--- src/hw/rtl/assert_macros.svh ---
// Assertion macros for the RTL files that check their own logic.
// Each macro expects signals named clk and rst in the scope where it is used.
`ifndef ASSERT_MACROS_SVH
`define ASSERT_MACROS_SVH

// Antecedent true implies consequent true in the same cycle.
`define ERP_ASSERT_IMPLIES(lbl, ante, cons) \
  lbl: assert property (@(posedge clk) disable iff (rst) (ante) |-> (cons)) \
    else $error("erp assertion failed");

// Antecedent true implies consequent true in the next cycle.
`define ERP_ASSERT_NEXT(lbl, ante, cons) \
  lbl: assert property (@(posedge clk) disable iff (rst) (ante) |=> (cons)) \
    else $error("erp assertion failed");

// Expression must never be true.
`define ERP_ASSERT_NEVER(lbl, expr) \
  lbl: assert property (@(posedge clk) disable iff (rst) !(expr)) \
    else $error("erp assertion failed");

`endif

--- src/hw/rtl/erp_pkg.sv ---
// Shared types and constants of the edge replicate padder.
// No dependencies; the files that use it refer to it by scoped names.
package erp_pkg;

  localparam int MAX_DIM = 4096;
  localparam int MAX_PAD = 3;

  localparam int DIM_W   = 13;  // width of a dimension register
  localparam int CNT_W   = 12;  // source coordinate counters
  localparam int PAD_W   = 2;
  localparam int COORD_W = 13;  // padded image coordinates
  localparam int CHAN_W  = 8;
  localparam int IDX_W   = 3;   // index into the pad run, 0 .. 2*MAX_PAD
  localparam int CFG_IDX_W = 2;

  localparam logic [CFG_IDX_W-1:0] REG_SRC_WIDTH  = 2'd0;
  localparam logic [CFG_IDX_W-1:0] REG_SRC_HEIGHT = 2'd1;
  localparam logic [CFG_IDX_W-1:0] REG_PAD_WIDTH  = 2'd2;

  // Controller to datapath
  typedef struct packed {
    logic load;  // latch a new source pixel and advance the frame counters
    logic step;  // write the next result into the output register
  } erp_cmd_t;

  // Datapath to controller
  typedef struct packed {
    logic last;  // the position about to be written is the final one
  } erp_sts_t;

endpackage

--- src/hw/rtl/erp_if.sv ---
// Valid/ready channel interfaces for source pixels and padded results.
// Depends on erp_pkg for field widths.
interface erp_pix_if;
  logic                        valid;
  logic                        ready;
  logic [erp_pkg::CHAN_W-1:0]  red;
  logic [erp_pkg::CHAN_W-1:0]  green;
  logic [erp_pkg::CHAN_W-1:0]  blue;
  logic [erp_pkg::CHAN_W-1:0]  alpha;

  modport source (output valid, red, green, blue, alpha, input ready);
  modport sink   (input valid, red, green, blue, alpha, output ready);
endinterface

interface erp_res_if;
  logic                        valid;
  logic                        ready;
  logic [erp_pkg::COORD_W-1:0] out_x;
  logic [erp_pkg::COORD_W-1:0] out_y;
  logic [erp_pkg::CHAN_W-1:0]  out_red;
  logic [erp_pkg::CHAN_W-1:0]  out_green;
  logic [erp_pkg::CHAN_W-1:0]  out_blue;
  logic [erp_pkg::CHAN_W-1:0]  out_alpha;
  logic                        last_of_run;

  modport source (output valid, out_x, out_y, out_red, out_green, out_blue, out_alpha,
                  last_of_run, input ready);
  modport sink   (input valid, out_x, out_y, out_red, out_green, out_blue, out_alpha,
                  last_of_run, output ready);
endinterface

--- src/hw/rtl/erp_ctrl.sv ---
// Controller of the edge replicate padder: accept/emit state machine and output valid.
// Depends on erp_pkg for the command and status structs.
module erp_ctrl (
  input  logic              clk,
  input  logic              rst,
  input  logic              in_valid,
  output logic              in_ready,
  output logic              out_valid,
  input  logic              out_ready,
  output erp_pkg::erp_cmd_t cmd,
  input  erp_pkg::erp_sts_t sts
);

  localparam logic ST_IDLE = 1'b0;
  localparam logic ST_EMIT = 1'b1;

  logic state;
  logic state_next;
  logic out_valid_next;
  logic out_free;

  assign in_ready = (state == ST_IDLE);
  assign out_free = !out_valid || out_ready;
  assign cmd.load = in_valid && in_ready;
  assign cmd.step = (state == ST_EMIT) && out_free;

  always_comb begin
    state_next = state;
    case (state)
      ST_IDLE: begin
        if (cmd.load) state_next = ST_EMIT;
      end
      ST_EMIT: begin
        if (cmd.step && sts.last) state_next = ST_IDLE;
      end
      default: state_next = ST_IDLE;
    endcase
  end

  always_comb begin
    out_valid_next = out_valid;
    if (cmd.step) out_valid_next = 1'b1;
    else if (out_ready) out_valid_next = 1'b0;
  end

  always_ff @(posedge clk) begin
    if (rst) begin
      state     <= ST_IDLE;
      out_valid <= 1'b0;
    end else begin
      state     <= state_next;
      out_valid <= out_valid_next;
    end
  end

endmodule

--- src/hw/rtl/erp_datapath.sv ---
// Datapath of the edge replicate padder: config registers, frame counters,
// pad run indexes and the output payload register. Depends on erp_pkg.
module erp_datapath (
  input  logic                          clk,
  input  logic                          rst,
  input  logic                          cfg_we,
  input  logic [erp_pkg::CFG_IDX_W-1:0] cfg_index,
  input  logic [erp_pkg::DIM_W-1:0]     cfg_data,
  input  erp_pkg::erp_cmd_t             cmd,
  output erp_pkg::erp_sts_t             sts,
  input  logic [erp_pkg::CHAN_W-1:0]    red,
  input  logic [erp_pkg::CHAN_W-1:0]    green,
  input  logic [erp_pkg::CHAN_W-1:0]    blue,
  input  logic [erp_pkg::CHAN_W-1:0]    alpha,
  output logic [erp_pkg::COORD_W-1:0]   out_x,
  output logic [erp_pkg::COORD_W-1:0]   out_y,
  output logic [erp_pkg::CHAN_W-1:0]    out_red,
  output logic [erp_pkg::CHAN_W-1:0]    out_green,
  output logic [erp_pkg::CHAN_W-1:0]    out_blue,
  output logic [erp_pkg::CHAN_W-1:0]    out_alpha,
  output logic                          last_of_run
);

  // Last valid coordinate for a raw dimension: zero acts as one, oversize clamps.
  function automatic logic [erp_pkg::CNT_W-1:0] dim_last(
    input logic [erp_pkg::DIM_W-1:0] raw
  );
    logic [erp_pkg::DIM_W-1:0] less;
    begin
      less = raw - erp_pkg::DIM_W'(1);
      if (raw == '0) dim_last = '0;
      else if (raw > erp_pkg::DIM_W'(erp_pkg::MAX_DIM))
        dim_last = erp_pkg::CNT_W'(erp_pkg::MAX_DIM - 1);
      else dim_last = less[erp_pkg::CNT_W-1:0];
    end
  endfunction

  // Padded coordinate of entry k of the run for source coordinate c.
  function automatic logic [erp_pkg::COORD_W-1:0] run_coord(
    input logic [erp_pkg::CNT_W-1:0] c,
    input logic [erp_pkg::PAD_W-1:0] p,
    input logic [erp_pkg::IDX_W-1:0] k,
    input logic [erp_pkg::IDX_W-1:0] top
  );
    logic [erp_pkg::IDX_W-1:0] off;
    begin
      off = k - top;
      if (k < top) run_coord = erp_pkg::COORD_W'(k);
      else run_coord = erp_pkg::COORD_W'(c) + erp_pkg::COORD_W'(p) + erp_pkg::COORD_W'(off);
    end
  endfunction

  logic [erp_pkg::DIM_W-1:0]  src_width;
  logic [erp_pkg::DIM_W-1:0]  src_height;
  logic [erp_pkg::PAD_W-1:0]  pad_width;
  logic [erp_pkg::CNT_W-1:0]  column_count;
  logic [erp_pkg::CNT_W-1:0]  row_count;

  logic [erp_pkg::CNT_W-1:0]  cur_x;
  logic [erp_pkg::CNT_W-1:0]  cur_y;
  logic [erp_pkg::CHAN_W-1:0] pix_r, pix_g, pix_b, pix_a;
  logic [erp_pkg::IDX_W-1:0]  row_idx;
  logic [erp_pkg::IDX_W-1:0]  col_idx;

  logic [erp_pkg::CNT_W-1:0]  w_last, h_last;
  logic [erp_pkg::IDX_W-1:0]  pad_ext;
  logic [erp_pkg::IDX_W-1:0]  col_top, col_bot, row_top, row_bot;
  logic [erp_pkg::IDX_W-1:0]  col_end, row_end;
  logic                       col_done, row_done;
  logic                       cfg_hit;

  assign w_last  = dim_last(src_width);
  assign h_last  = dim_last(src_height);
  assign pad_ext = erp_pkg::IDX_W'(pad_width);

  assign col_top = (cur_x == '0)     ? pad_ext : '0;
  assign col_bot = (cur_x == w_last) ? pad_ext : '0;
  assign row_top = (cur_y == '0)     ? pad_ext : '0;
  assign row_bot = (cur_y == h_last) ? pad_ext : '0;
  assign col_end = col_top + col_bot;
  assign row_end = row_top + row_bot;

  assign col_done = (col_idx == col_end);
  assign row_done = (row_idx == row_end);
  assign sts.last = col_done && row_done;

  assign cfg_hit = cfg_we && (cfg_index == erp_pkg::REG_SRC_WIDTH ||
                              cfg_index == erp_pkg::REG_SRC_HEIGHT ||
                              cfg_index == erp_pkg::REG_PAD_WIDTH);

  // Config registers and frame counters
  always_ff @(posedge clk) begin
    if (rst) begin
      src_width    <= erp_pkg::DIM_W'(1);
      src_height   <= erp_pkg::DIM_W'(1);
      pad_width    <= erp_pkg::PAD_W'(1);
      column_count <= '0;
      row_count    <= '0;
    end else if (cfg_hit) begin
      case (cfg_index)
        erp_pkg::REG_SRC_WIDTH:  src_width  <= cfg_data;
        erp_pkg::REG_SRC_HEIGHT: src_height <= cfg_data;
        erp_pkg::REG_PAD_WIDTH:  pad_width  <= cfg_data[erp_pkg::PAD_W-1:0];
        default: ;
      endcase
      column_count <= '0;
      row_count    <= '0;
    end else if (cmd.load) begin
      if (column_count == w_last) begin
        column_count <= '0;
        row_count    <= (row_count == h_last) ? '0 : row_count + erp_pkg::CNT_W'(1);
      end else begin
        column_count <= column_count + erp_pkg::CNT_W'(1);
      end
    end
  end

  // Pixel latch and run indexes
  always_ff @(posedge clk) begin
    if (rst) begin
      row_idx <= '0;
      col_idx <= '0;
    end else if (cmd.load) begin
      row_idx <= '0;
      col_idx <= '0;
    end else if (cmd.step) begin
      if (col_done) begin
        col_idx <= '0;
        row_idx <= row_idx + erp_pkg::IDX_W'(1);
      end else begin
        col_idx <= col_idx + erp_pkg::IDX_W'(1);
      end
    end
  end

  always_ff @(posedge clk) begin
    if (cmd.load) begin
      cur_x <= column_count;
      cur_y <= row_count;
      pix_r <= red;
      pix_g <= green;
      pix_b <= blue;
      pix_a <= alpha;
    end
  end

  // Output payload register
  always_ff @(posedge clk) begin
    if (cmd.step) begin
      out_x       <= run_coord(cur_x, pad_width, col_idx, col_top);
      out_y       <= run_coord(cur_y, pad_width, row_idx, row_top);
      out_red     <= pix_r;
      out_green   <= pix_g;
      out_blue    <= pix_b;
      out_alpha   <= pix_a;
      last_of_run <= sts.last;
    end
  end

endmodule

--- src/hw/rtl/edge_replicate_padder.sv ---
// Channel   Dir  Payload                                              Role
// pix       in   red green blue alpha                                 source pixel, raster order
// res       out  out_x out_y out_red out_green out_blue out_alpha     padded position and color
//                last_of_run
// cfg_*     in   cfg_we cfg_index cfg_data                            register writes
//
// Each pixel is accepted, then yields r * c results, where r and c are 1 + pad
// for each border it touches (pad rows above/below, pad columns left/right).
// An interior pixel yields a single result.
// Take the next request once a pixel's final result is registered; it drains meanwhile.
// Synchronous active-high reset clears the counters, the state and the output valid,
// and sets width, height and pad to one. A stalled res.ready holds the output register and pauses the emit sequence.
//
// Top level of the edge replicate padder. Depends on erp_pkg, erp_if, erp_ctrl,
// erp_datapath and assert_macros.svh.
`include "assert_macros.svh"

module edge_replicate_padder (
  input  logic                          clk,
  input  logic                          rst,
  input  logic                          cfg_we,
  input  logic [erp_pkg::CFG_IDX_W-1:0] cfg_index,
  input  logic [erp_pkg::DIM_W-1:0]     cfg_data,
  erp_pix_if.sink                       pix,
  erp_res_if.source                     res
);

  erp_pkg::erp_cmd_t cmd;
  erp_pkg::erp_sts_t sts;

  // Sequencing: accept one pixel, then walk its run of positions.
  erp_ctrl u_ctrl (
    .clk       (clk),
    .rst       (rst),
    .in_valid  (pix.valid),
    .in_ready  (pix.ready),
    .out_valid (res.valid),
    .out_ready (res.ready),
    .cmd       (cmd),
    .sts       (sts)
  );

  // Counters, coordinate generation and output register.
  erp_datapath u_datapath (
    .clk         (clk),
    .rst         (rst),
    .cfg_we      (cfg_we),
    .cfg_index   (cfg_index),
    .cfg_data    (cfg_data),
    .cmd         (cmd),
    .sts         (sts),
    .red         (pix.red),
    .green       (pix.green),
    .blue        (pix.blue),
    .alpha       (pix.alpha),
    .out_x       (res.out_x),
    .out_y       (res.out_y),
    .out_red     (res.out_red),
    .out_green   (res.out_green),
    .out_blue    (res.out_blue),
    .out_alpha   (res.out_alpha),
    .last_of_run (res.last_of_run)
  );

  // Once the final result of a pixel is loaded, the next request may enter.
  `ERP_ASSERT_NEXT(a_last_frees_input, cmd.step && sts.last, pix.ready)
  // An accepted pixel blocks further requests until its run is emitted.
  `ERP_ASSERT_NEXT(a_accept_blocks, pix.valid && pix.ready, !pix.ready)
  // Never overwrite a result the sink has not taken.
  `ERP_ASSERT_NEVER(a_no_overwrite, cmd.step && res.valid && !res.ready)
  // Loading a pixel and emitting a result never coincide.
  `ERP_ASSERT_NEVER(a_load_step_excl, cmd.load && cmd.step)

endmodule
--- src/flat_wrapper.sv ---
// flat-port wrapper written by rule: the top's interface ports become plain ports
module edge_replicate_padder_flat 
  (clk, rst, cfg_we, cfg_index, cfg_data, pix_valid, pix_red, pix_green, pix_blue, pix_alpha, pix_ready, res_valid, res_out_x, res_out_y, res_out_red, res_out_green, res_out_blue, res_out_alpha, res_last_of_run, res_ready);
  erp_pix_if pix_i ();
  erp_res_if res_i ();
  input  logic clk;
  input  logic rst;
  input  logic cfg_we;
  input  logic [erp_pkg::CFG_IDX_W-1:0] cfg_index;
  input  logic [erp_pkg::DIM_W-1:0] cfg_data;
  input wire logic [$bits(pix_i.valid)-1:0] pix_valid;
  input wire logic [$bits(pix_i.red)-1:0] pix_red;
  input wire logic [$bits(pix_i.green)-1:0] pix_green;
  input wire logic [$bits(pix_i.blue)-1:0] pix_blue;
  input wire logic [$bits(pix_i.alpha)-1:0] pix_alpha;
  output wire logic [$bits(pix_i.ready)-1:0] pix_ready;
  output wire logic [$bits(res_i.valid)-1:0] res_valid;
  output wire logic [$bits(res_i.out_x)-1:0] res_out_x;
  output wire logic [$bits(res_i.out_y)-1:0] res_out_y;
  output wire logic [$bits(res_i.out_red)-1:0] res_out_red;
  output wire logic [$bits(res_i.out_green)-1:0] res_out_green;
  output wire logic [$bits(res_i.out_blue)-1:0] res_out_blue;
  output wire logic [$bits(res_i.out_alpha)-1:0] res_out_alpha;
  output wire logic [$bits(res_i.last_of_run)-1:0] res_last_of_run;
  input wire logic [$bits(res_i.ready)-1:0] res_ready;
  assign pix_i.valid = pix_valid;
  assign pix_i.red = pix_red;
  assign pix_i.green = pix_green;
  assign pix_i.blue = pix_blue;
  assign pix_i.alpha = pix_alpha;
  assign pix_ready = pix_i.ready;
  assign res_valid = res_i.valid;
  assign res_out_x = res_i.out_x;
  assign res_out_y = res_i.out_y;
  assign res_out_red = res_i.out_red;
  assign res_out_green = res_i.out_green;
  assign res_out_blue = res_i.out_blue;
  assign res_out_alpha = res_i.out_alpha;
  assign res_last_of_run = res_i.last_of_run;
  assign res_i.ready = res_ready;
  edge_replicate_padder u_core (.clk(clk), .rst(rst), .cfg_we(cfg_we), .cfg_index(cfg_index), .cfg_data(cfg_data), .pix(pix_i), .res(res_i));
endmodule
--- config.mk ---
export PLATFORM = sky130hd
export DESIGN_NAME = edge_replicate_padder_flat
export DESIGN_NICKNAME = d
export VERILOG_FILES = /design/src/hw/rtl/erp_pkg.sv /design/src/hw/rtl/erp_if.sv /design/src/hw/rtl/erp_ctrl.sv /design/src/hw/rtl/erp_datapath.sv /design/src/hw/rtl/edge_replicate_padder.sv /design/src/flat_wrapper.sv
export VERILOG_INCLUDE_DIRS = /design/src /design/src/hw/rtl
export SDC_FILE = /design/constraint.sdc
export NUM_CORES = 1
export LEC_CHECK = 0
export BUFFER_PORTS_ARGS = -buffer_cell sky130_fd_sc_hd__buf_4
export CAP_MARGIN = 20
export CORE_AREA = 8 8 185 187
export CTS_CLUSTER_DIAMETER = 50
export DETAILED_ROUTE_END_ITERATION = 6
export DIE_AREA = 0 0 193 195
export GPL_TIMING_DRIVEN = 0
export SLEW_MARGIN = 20
export SYNTH_ARGS = -nofsm -noshare
export SYNTH_HDL_FRONTEND = slang
export SYNTH_SLANG_ARGS = --single-unit
--- constraint.sdc ---
create_clock -name clk -period 4.7 [get_ports clk]
set_input_delay 0 -clock clk [delete_from_list [all_inputs] [get_ports clk]]
set_output_delay 0 -clock clk [all_outputs]
set_load 0.1 [all_outputs]
==> reports/results.ini, run 1 <==
[sta]
fin_skew_ns=0.00951
post-route-period-util_pct=94.7
fmax_ghz=0.225
tightest_slew_ns=0.712
drv_slew=0
holdWs_ns=0.0283
finalHoldViolations=0
rsz0062_at_grt=true
setup_slack_ns=0.247
period_needed_ns=4.45
finalSetupViolCount=0
slew-limit-headroom_pct=52.4

[placement]
io_buffers=111
post-place-ws_ns=-0.580
placed_area_um2=10600
routabilityCongestion=0.885
hpwl_mm=18.3
placed_cells=1424

[clock_network]
cts_buffer_depth=2
cts-buffers-inserted=17
cts-root-buf=clkbuf_16
clkTransAtPathRegs_ns=0.06
cts_max_level=4
cts.sinks=175
clock_latency_ns=0.44
cts_tree=done

[drt]
dr.pass1.iters=6
vias=7611
wl_per_cell_um=16.1
viasPerCell=5.03
initialDrtViolationCount=629
postRouteWirelength_mm=24.4
final_antenna_net_count=0
drc=0

[hold_path]
hp-class=primary input to flop
min_to=u_core.u_datapath.column_count[1]
hp-start=cfg_we
min_path_cells=3

[cells_and_area]
syn_to_final_growth_pct=28.5
finalNonFillerCells=1512
stdcell_area_um2=11900
layout.nets=1177
fin_util_pct=38.1
drive_above_1_share_pct=18.3

[worst_setup_path]
timing.rr.end=u_core.u_ctrl.state
worst-r2r-cell-count=17
critPathMaxStageDelay_ns=0.51
end_kind=flop
worstPathArrival_ns=4.75
path_max_fanout=10
cp_cell_sequence=clkbuf_1 -> inv_2 -> ha_4 -> or4b_4 -> or3_1 -> buf_2 -> o22ai_2 -> xor2_1 -> nand4_1 -> or4_1 -> nor2_1 -> ha_1 -> inv_1 -> fa_1 -> xnor2_1 -> nor4_4 -> a211oi_1
reg2reg_from=u_core.u_datapath.src_height[0]
required_ns=5.00
reg2reg_slack_ns=0.25
crit_type=flop to flop
slowest_stage=or4b_4
startpoint_type=flop

[die]
start_util_pct=29.6
die_w_um=193
row_count=65
dieArea_um2=37600
die_h_um=195
ios=113
fp.coreArea_um2=31200

[global_routing]
grt_usage_pct=12.9
grt_pass1_vias=7233
grt_first_pass_wirelength_mm=38.9
grt_start_max_net_pins=35
antenna_found_initial=3
grt-ovfl-total=0

[pwr]
p_leak_nw=4.29
powerDensity_nw_per_um2=339
ir_drop_mv=0.244

[run_status]
outcome=finished, final reports clean

[logic_synthesis]
async_flop_share_pct=0
synth.avg_cell_area_um2=10.2
yosysWarnings=0
synth_area_um2=9260
syn_inst=909
seq_area_frac_synth_pct=50.3
synth_flop_cell=edfxtp_1
synthDistinctLibCells=81
syn-num-nets=991
synth_edf_count=115
synth-seq-cells=175

[job]
cap_violations=0

## routing by layer
metal	vias up	GRT usage (%)	wire length (µm)
met2	226	19.6	10800
met3	42	2.35	1460
met1	3612	17.8	11500
li1	3729	-	-
met4	2	4.90	578
met5	-	0	13
## stage by stage
step / TNS (ns) / power [W]
after floorplan: 0 / 0.00241
after global placement: -4.25 / 0.00261
after detailed placement: -4.08 / 0.00262
after CTS: 0 / 0.00407
after global routing: -0.0235 / 0.00419
final: 0 / 0.00403
## cells in the mapped netlist, drive strengths merged (21+ instances only)
cell      n  share of area, %
o21ai    30               1.6
xnor2    21               2.0
nor3     28               1.6
o211ai   26               2.2
a21oi    53               2.9
xor2     31               2.9
nor4     21               1.9
inv      44               1.8
nand2    92               3.7
edfxtp  115                37
clkbuf   32               1.3
nor2     73               3.0
dfxtp    60                13
## timing repair
| action | 4_1_cts | 5_1_grt |
|---|---|---|
| endpoints found under the hold margin | 62 | 0 |
| hold buffers | 52 | 0 |
| gates resized for setup | 13 | 17 |
| cloned | 0 | 0 |
| setup buffers | 2 | 1 |
| pin swaps | 1 | 3 |
| setup endpoints to repair | 8 | 8 |
## worst max-delay path: cells and delay by family, from the launching register on
family,cells,cell delay [ns]
and+or+nand+nor,6,1.89
xor gates and xnor gates,2,0.34
AOI/OAI and AO/OA,2,0.35
DFF,1,0.30
buffers and inverters,4,0.60
adders and majority gates,3,0.82
## logic make-up (layout without fill, tap and decap cells)
kind of cell | count (synthesis) | count (layout) | synth area share [%]
simple gates | 335 | 335 | 19.0
flops | 175 | 175 | 50.3
buf+inv | 96 | 295 | 4.37
other cells | 0 | 2 | 0
mux | 11 | 11 | 1.23
compound gates | 208 | 208 | 15.1
fa+ha+maj | 32 | 32 | 5.08
xor+xnor | 52 | 52 | 4.92
## sequential cells by signal, indices dropped and copies added (netlist names)
name / flops
u_core.u_datapath.out_green: 8
u_core.u_datapath.out_blue: 8
u_core.u_datapath.src_height: 13
u_core.u_datapath.out_red: 8
u_core.u_datapath.col_idx: 3
u_core.u_datapath.row_idx: 3
u_core.u_datapath.src_width: 13
u_core.u_datapath.row_count: 12
u_core.u_datapath.pix_r: 8
u_core.u_datapath.cur_y: 12
u_core.u_datapath.pix_a: 8
u_core.u_datapath.pix_b: 8
u_core.u_ctrl.state: 1
u_core.u_ctrl.out_valid: 1
u_core.u_datapath.out_alpha: 8
u_core.u_datapath.out_x: 13
u_core.u_datapath.cur_x: 12
u_core.u_datapath.pix_g: 8
u_core.u_datapath.last_of_run: 1
u_core.u_datapath.column_count: 12
u_core.u_datapath.out_y: 13
u_core.u_datapath.pad_width: 2
## layout by cell type (no fill, tap or decap), drive strengths merged, types with 10 or more instances in the layout
cell type	count
buf	133
edfxtp	115
nand2	92
nor2	73
dfxtp	60
a21oi	53
dlygate4sd3	52
clkbuf	49
inv	46
xor2	31
o21ai	30
nor3	28
o211ai	26
xnor2	21
nor4	21
a31oi	20
ha	20
nand3	17
or3	14
nor2b	13
nand2b	13
o31ai	11
nand4	10
fa	10
## power by group
part / total (W) / internal [W] / leakage [nW] / switching [W]
Sequential: 0.00179 / 0.00174 / 1.59 / 0.0000458
Combinational: 0.000853 / 0.000258 / 2.45 / 0.000595
Clock: 0.00139 / 0.000779 / 0.260 / 0.000607
## final cells by class
class                      instances  area (µm²)
multi-input combinational        638        4340
fill                            3088       19300
timing repair buffer             168        1420
clock buffer                      18         429
clock inverter                    14         141
sequential                       175        4650
inverter                          47         180
antenna                            2        5.00
tap                              402         503
buffer                            48         226
## how the worst max path moves through the flow
stage | start | endpoint | slack [ns]
floorplan | u_core.u_datapath.src_width[0] | u_core.u_datapath.row_idx[2] | 0.28
global placement | u_core.u_datapath.src_width[0] | u_core.u_ctrl.state | -0.64
detailed placement | u_core.u_datapath.src_width[0] | u_core.u_datapath.row_idx[2] | -0.58
CTS | u_core.u_datapath.src_width[0] | u_core.u_datapath.row_idx[2] | 0.04
global route | u_core.u_datapath.src_width[12] | u_core.u_datapath.row_idx[2] | -0.02
finish | u_core.u_datapath.src_height[0] | u_core.u_ctrl.state | 0.25
No activity file was read; power rests on OpenSTA's default activity.
==> inputs of run 2 (changes only) <==
- clock period: 4.7 -> 4.73 ns (I/O delays scaled with it)
==> reports/results.ini, run 2 (synthesis gave the netlist of run 1 again) <==
[die]
ios=113
die_h_um=195
die_w_um=193
start_util_pct=29.6
dieArea_um2=37600
row_count=65
fp.coreArea_um2=31200

[worst_setup_path]
worstPathArrival_ns=4.81
worst-r2r-cell-count=17
critPathMaxStageDelay_ns=0.51
path_delay_family=simple AND/OR/NAND/NOR gates
worstSetupStartpoint=u_core.u_datapath.src_height[0]
path_max_fanout=10
reg2reg_slack_ns=0.22
path_common_cell=inv_1
crit_type=flop to flop
timing.rr.end=u_core.u_ctrl.state
required_ns=5.02
end_kind=flop
cp_cell_sequence=clkbuf_1 -> inv_1 -> ha_4 -> or4b_4 -> or3_1 -> buf_2 -> o22ai_2 -> xor2_1 -> nand4_1 -> or4_1 -> nor2_1 -> ha_1 -> inv_1 -> fa_1 -> xnor2_1 -> nor4_4 -> a211oi_1
slowest_stage=or4b_4
startpoint_type=flop
cp_num_buf_inv=4
reg2reg_from=u_core.u_datapath.src_height[0]

[sta]
drv_slew=0
fin_skew_ns=0.0103
holdWs_ns=0.0413
finalHoldViolations=0
finalSetupViolCount=0
setup_tns_ns=0
fmax_ghz=0.222
tightest_slew_ns=0.689
period_needed_ns=4.51
slew-limit-headroom_pct=53.4
post-route-period-util_pct=95.4
setup_slack_ns=0.218
rsz0062_at_grt=true

[placement]
routabilityCongestion=0.885
placed_cells=1424
io_buffers=111
post-place-ws_ns=-0.550
hpwl_mm=18.3

[cells_and_area]
finalNonFillerCells=1511
syn_to_final_growth_pct=28.4
layout.nets=1176
layout_common_cells=115 x edfxtp_1, 114 x buf_4, 92 x nand2_1
layout_commonest_cell=edfxtp_1
fill_cells=3085
drive_above_1_share_pct=18.1

[global_routing]
grt_usage_pct=12.9
antenna_found_initial=3
grt-ovfl-total=0
grt_first_pass_wirelength_mm=38.9
grt_start_max_net_pins=35
grt_pass1_vias=7233

[job]
cap_violations=0

[hold_path]
min_path_cells=3
hp-class=primary input to flop
hp-start=cfg_we
min_to=u_core.u_datapath.column_count[1]

[drt]
drc=0
vias=7613
final_antenna_net_count=0
dr.pass1.iters=7
initialDrtViolationCount=617
wl_per_cell_um=16.2
postRouteWirelength_mm=24.5
viasPerCell=5.04

[clock_network]
cts_max_level=4
cts-root-buf=clkbuf_16
cts_buffer_depth=2
clkTransAtPathRegs_ns=0.06
cts.sinks=175
cts_tree=done
clock_latency_ns=0.44
cts-buffers-inserted=17

[pwr]
powerDensity_nw_per_um2=337
ir_drop_mv=0.242
p_leak_nw=4.29
p_total_w=0.00400

[run_status]
outcome=finished, final reports clean

[run 2: cell count changes in the layout (fill, tap and decap cells not counted)]
| cell | before | now |
|---|---|---|
| inv_2 | 2 | 1 |
| buf_4 | 115 | 114 |
| inv_1 | 41 | 42 |
| clkbuf_1 | 30 | 31 |
| clkbuf_2 | 2 | 1 |
[run 2: timing repair]
item / 4_1_cts / 5_1_grt
hold endpoints to repair: 62 / 0
setup buffers: 2 / 0
gates resized for setup: 12 / 15
pin swaps: 1 / 0
hold buffers: 52 / 0
setup endpoints to repair: 8 / 8
[run 2: final cells by class]
class                      instances  area, µm²  share of cell area (%)
timing repair buffer             167       1410                    11.9
clock buffer                      18        429                    3.61
tap                              402        503                    4.23
clock inverter                    14        141                    1.19
sequential                       175       4650                    39.2
antenna                            2       5.00                  0.0421
inverter                          47        180                    1.52
multi-input combinational        638       4340                    36.5
buffer                            48        225                    1.90
[run 2: worst max-delay path by stage]
stage               depth (start not counted)                            to
detailed placement                         20  u_core.u_datapath.row_idx[2]
global placement                           18           u_core.u_ctrl.state
CTS                                        17           u_core.u_ctrl.state
finish                                     17           u_core.u_ctrl.state
global route                               20  u_core.u_datapath.row_idx[2]
floorplan                                  20  u_core.u_datapath.row_idx[2]
[run 2: layer usage]
| layer | up-vias | global-route usage, % | part of all wire, % | wire length [µm] |
|---|---|---|---|---|
| met5 | - | 0 | 0.053 | 13 |
| met4 | 2 | 4.90 | 2.3 | 561 |
| li1 | 3724 | - | - | - |
| met1 | 3608 | 17.8 | 47 | 11500 |
| met3 | 37 | 2.35 | 6.2 | 1510 |
| met2 | 242 | 19.6 | 44 | 10800 |
[run 2: worst min-delay path, stage by stage]
cell and delay, ns:
buf_4 0.11, a21oi_1 0.14, and2_1 0.17
[run 2: through the flow]
step           util [%]  cell area [µm²]
4_1_cts            37.8            11800
2_1_floorplan         -             9260
5_1_grt            38.1            11900
6_report           38.1            11900
3_5_place_dp       34.1            10600
3_3_place_gp       33.9            10600
[run 2: power breakdown]
group          internal (W)  switching (W)
sequential          0.00173      0.0000454
combinational      0.000257       0.000592
clock              0.000775       0.000605
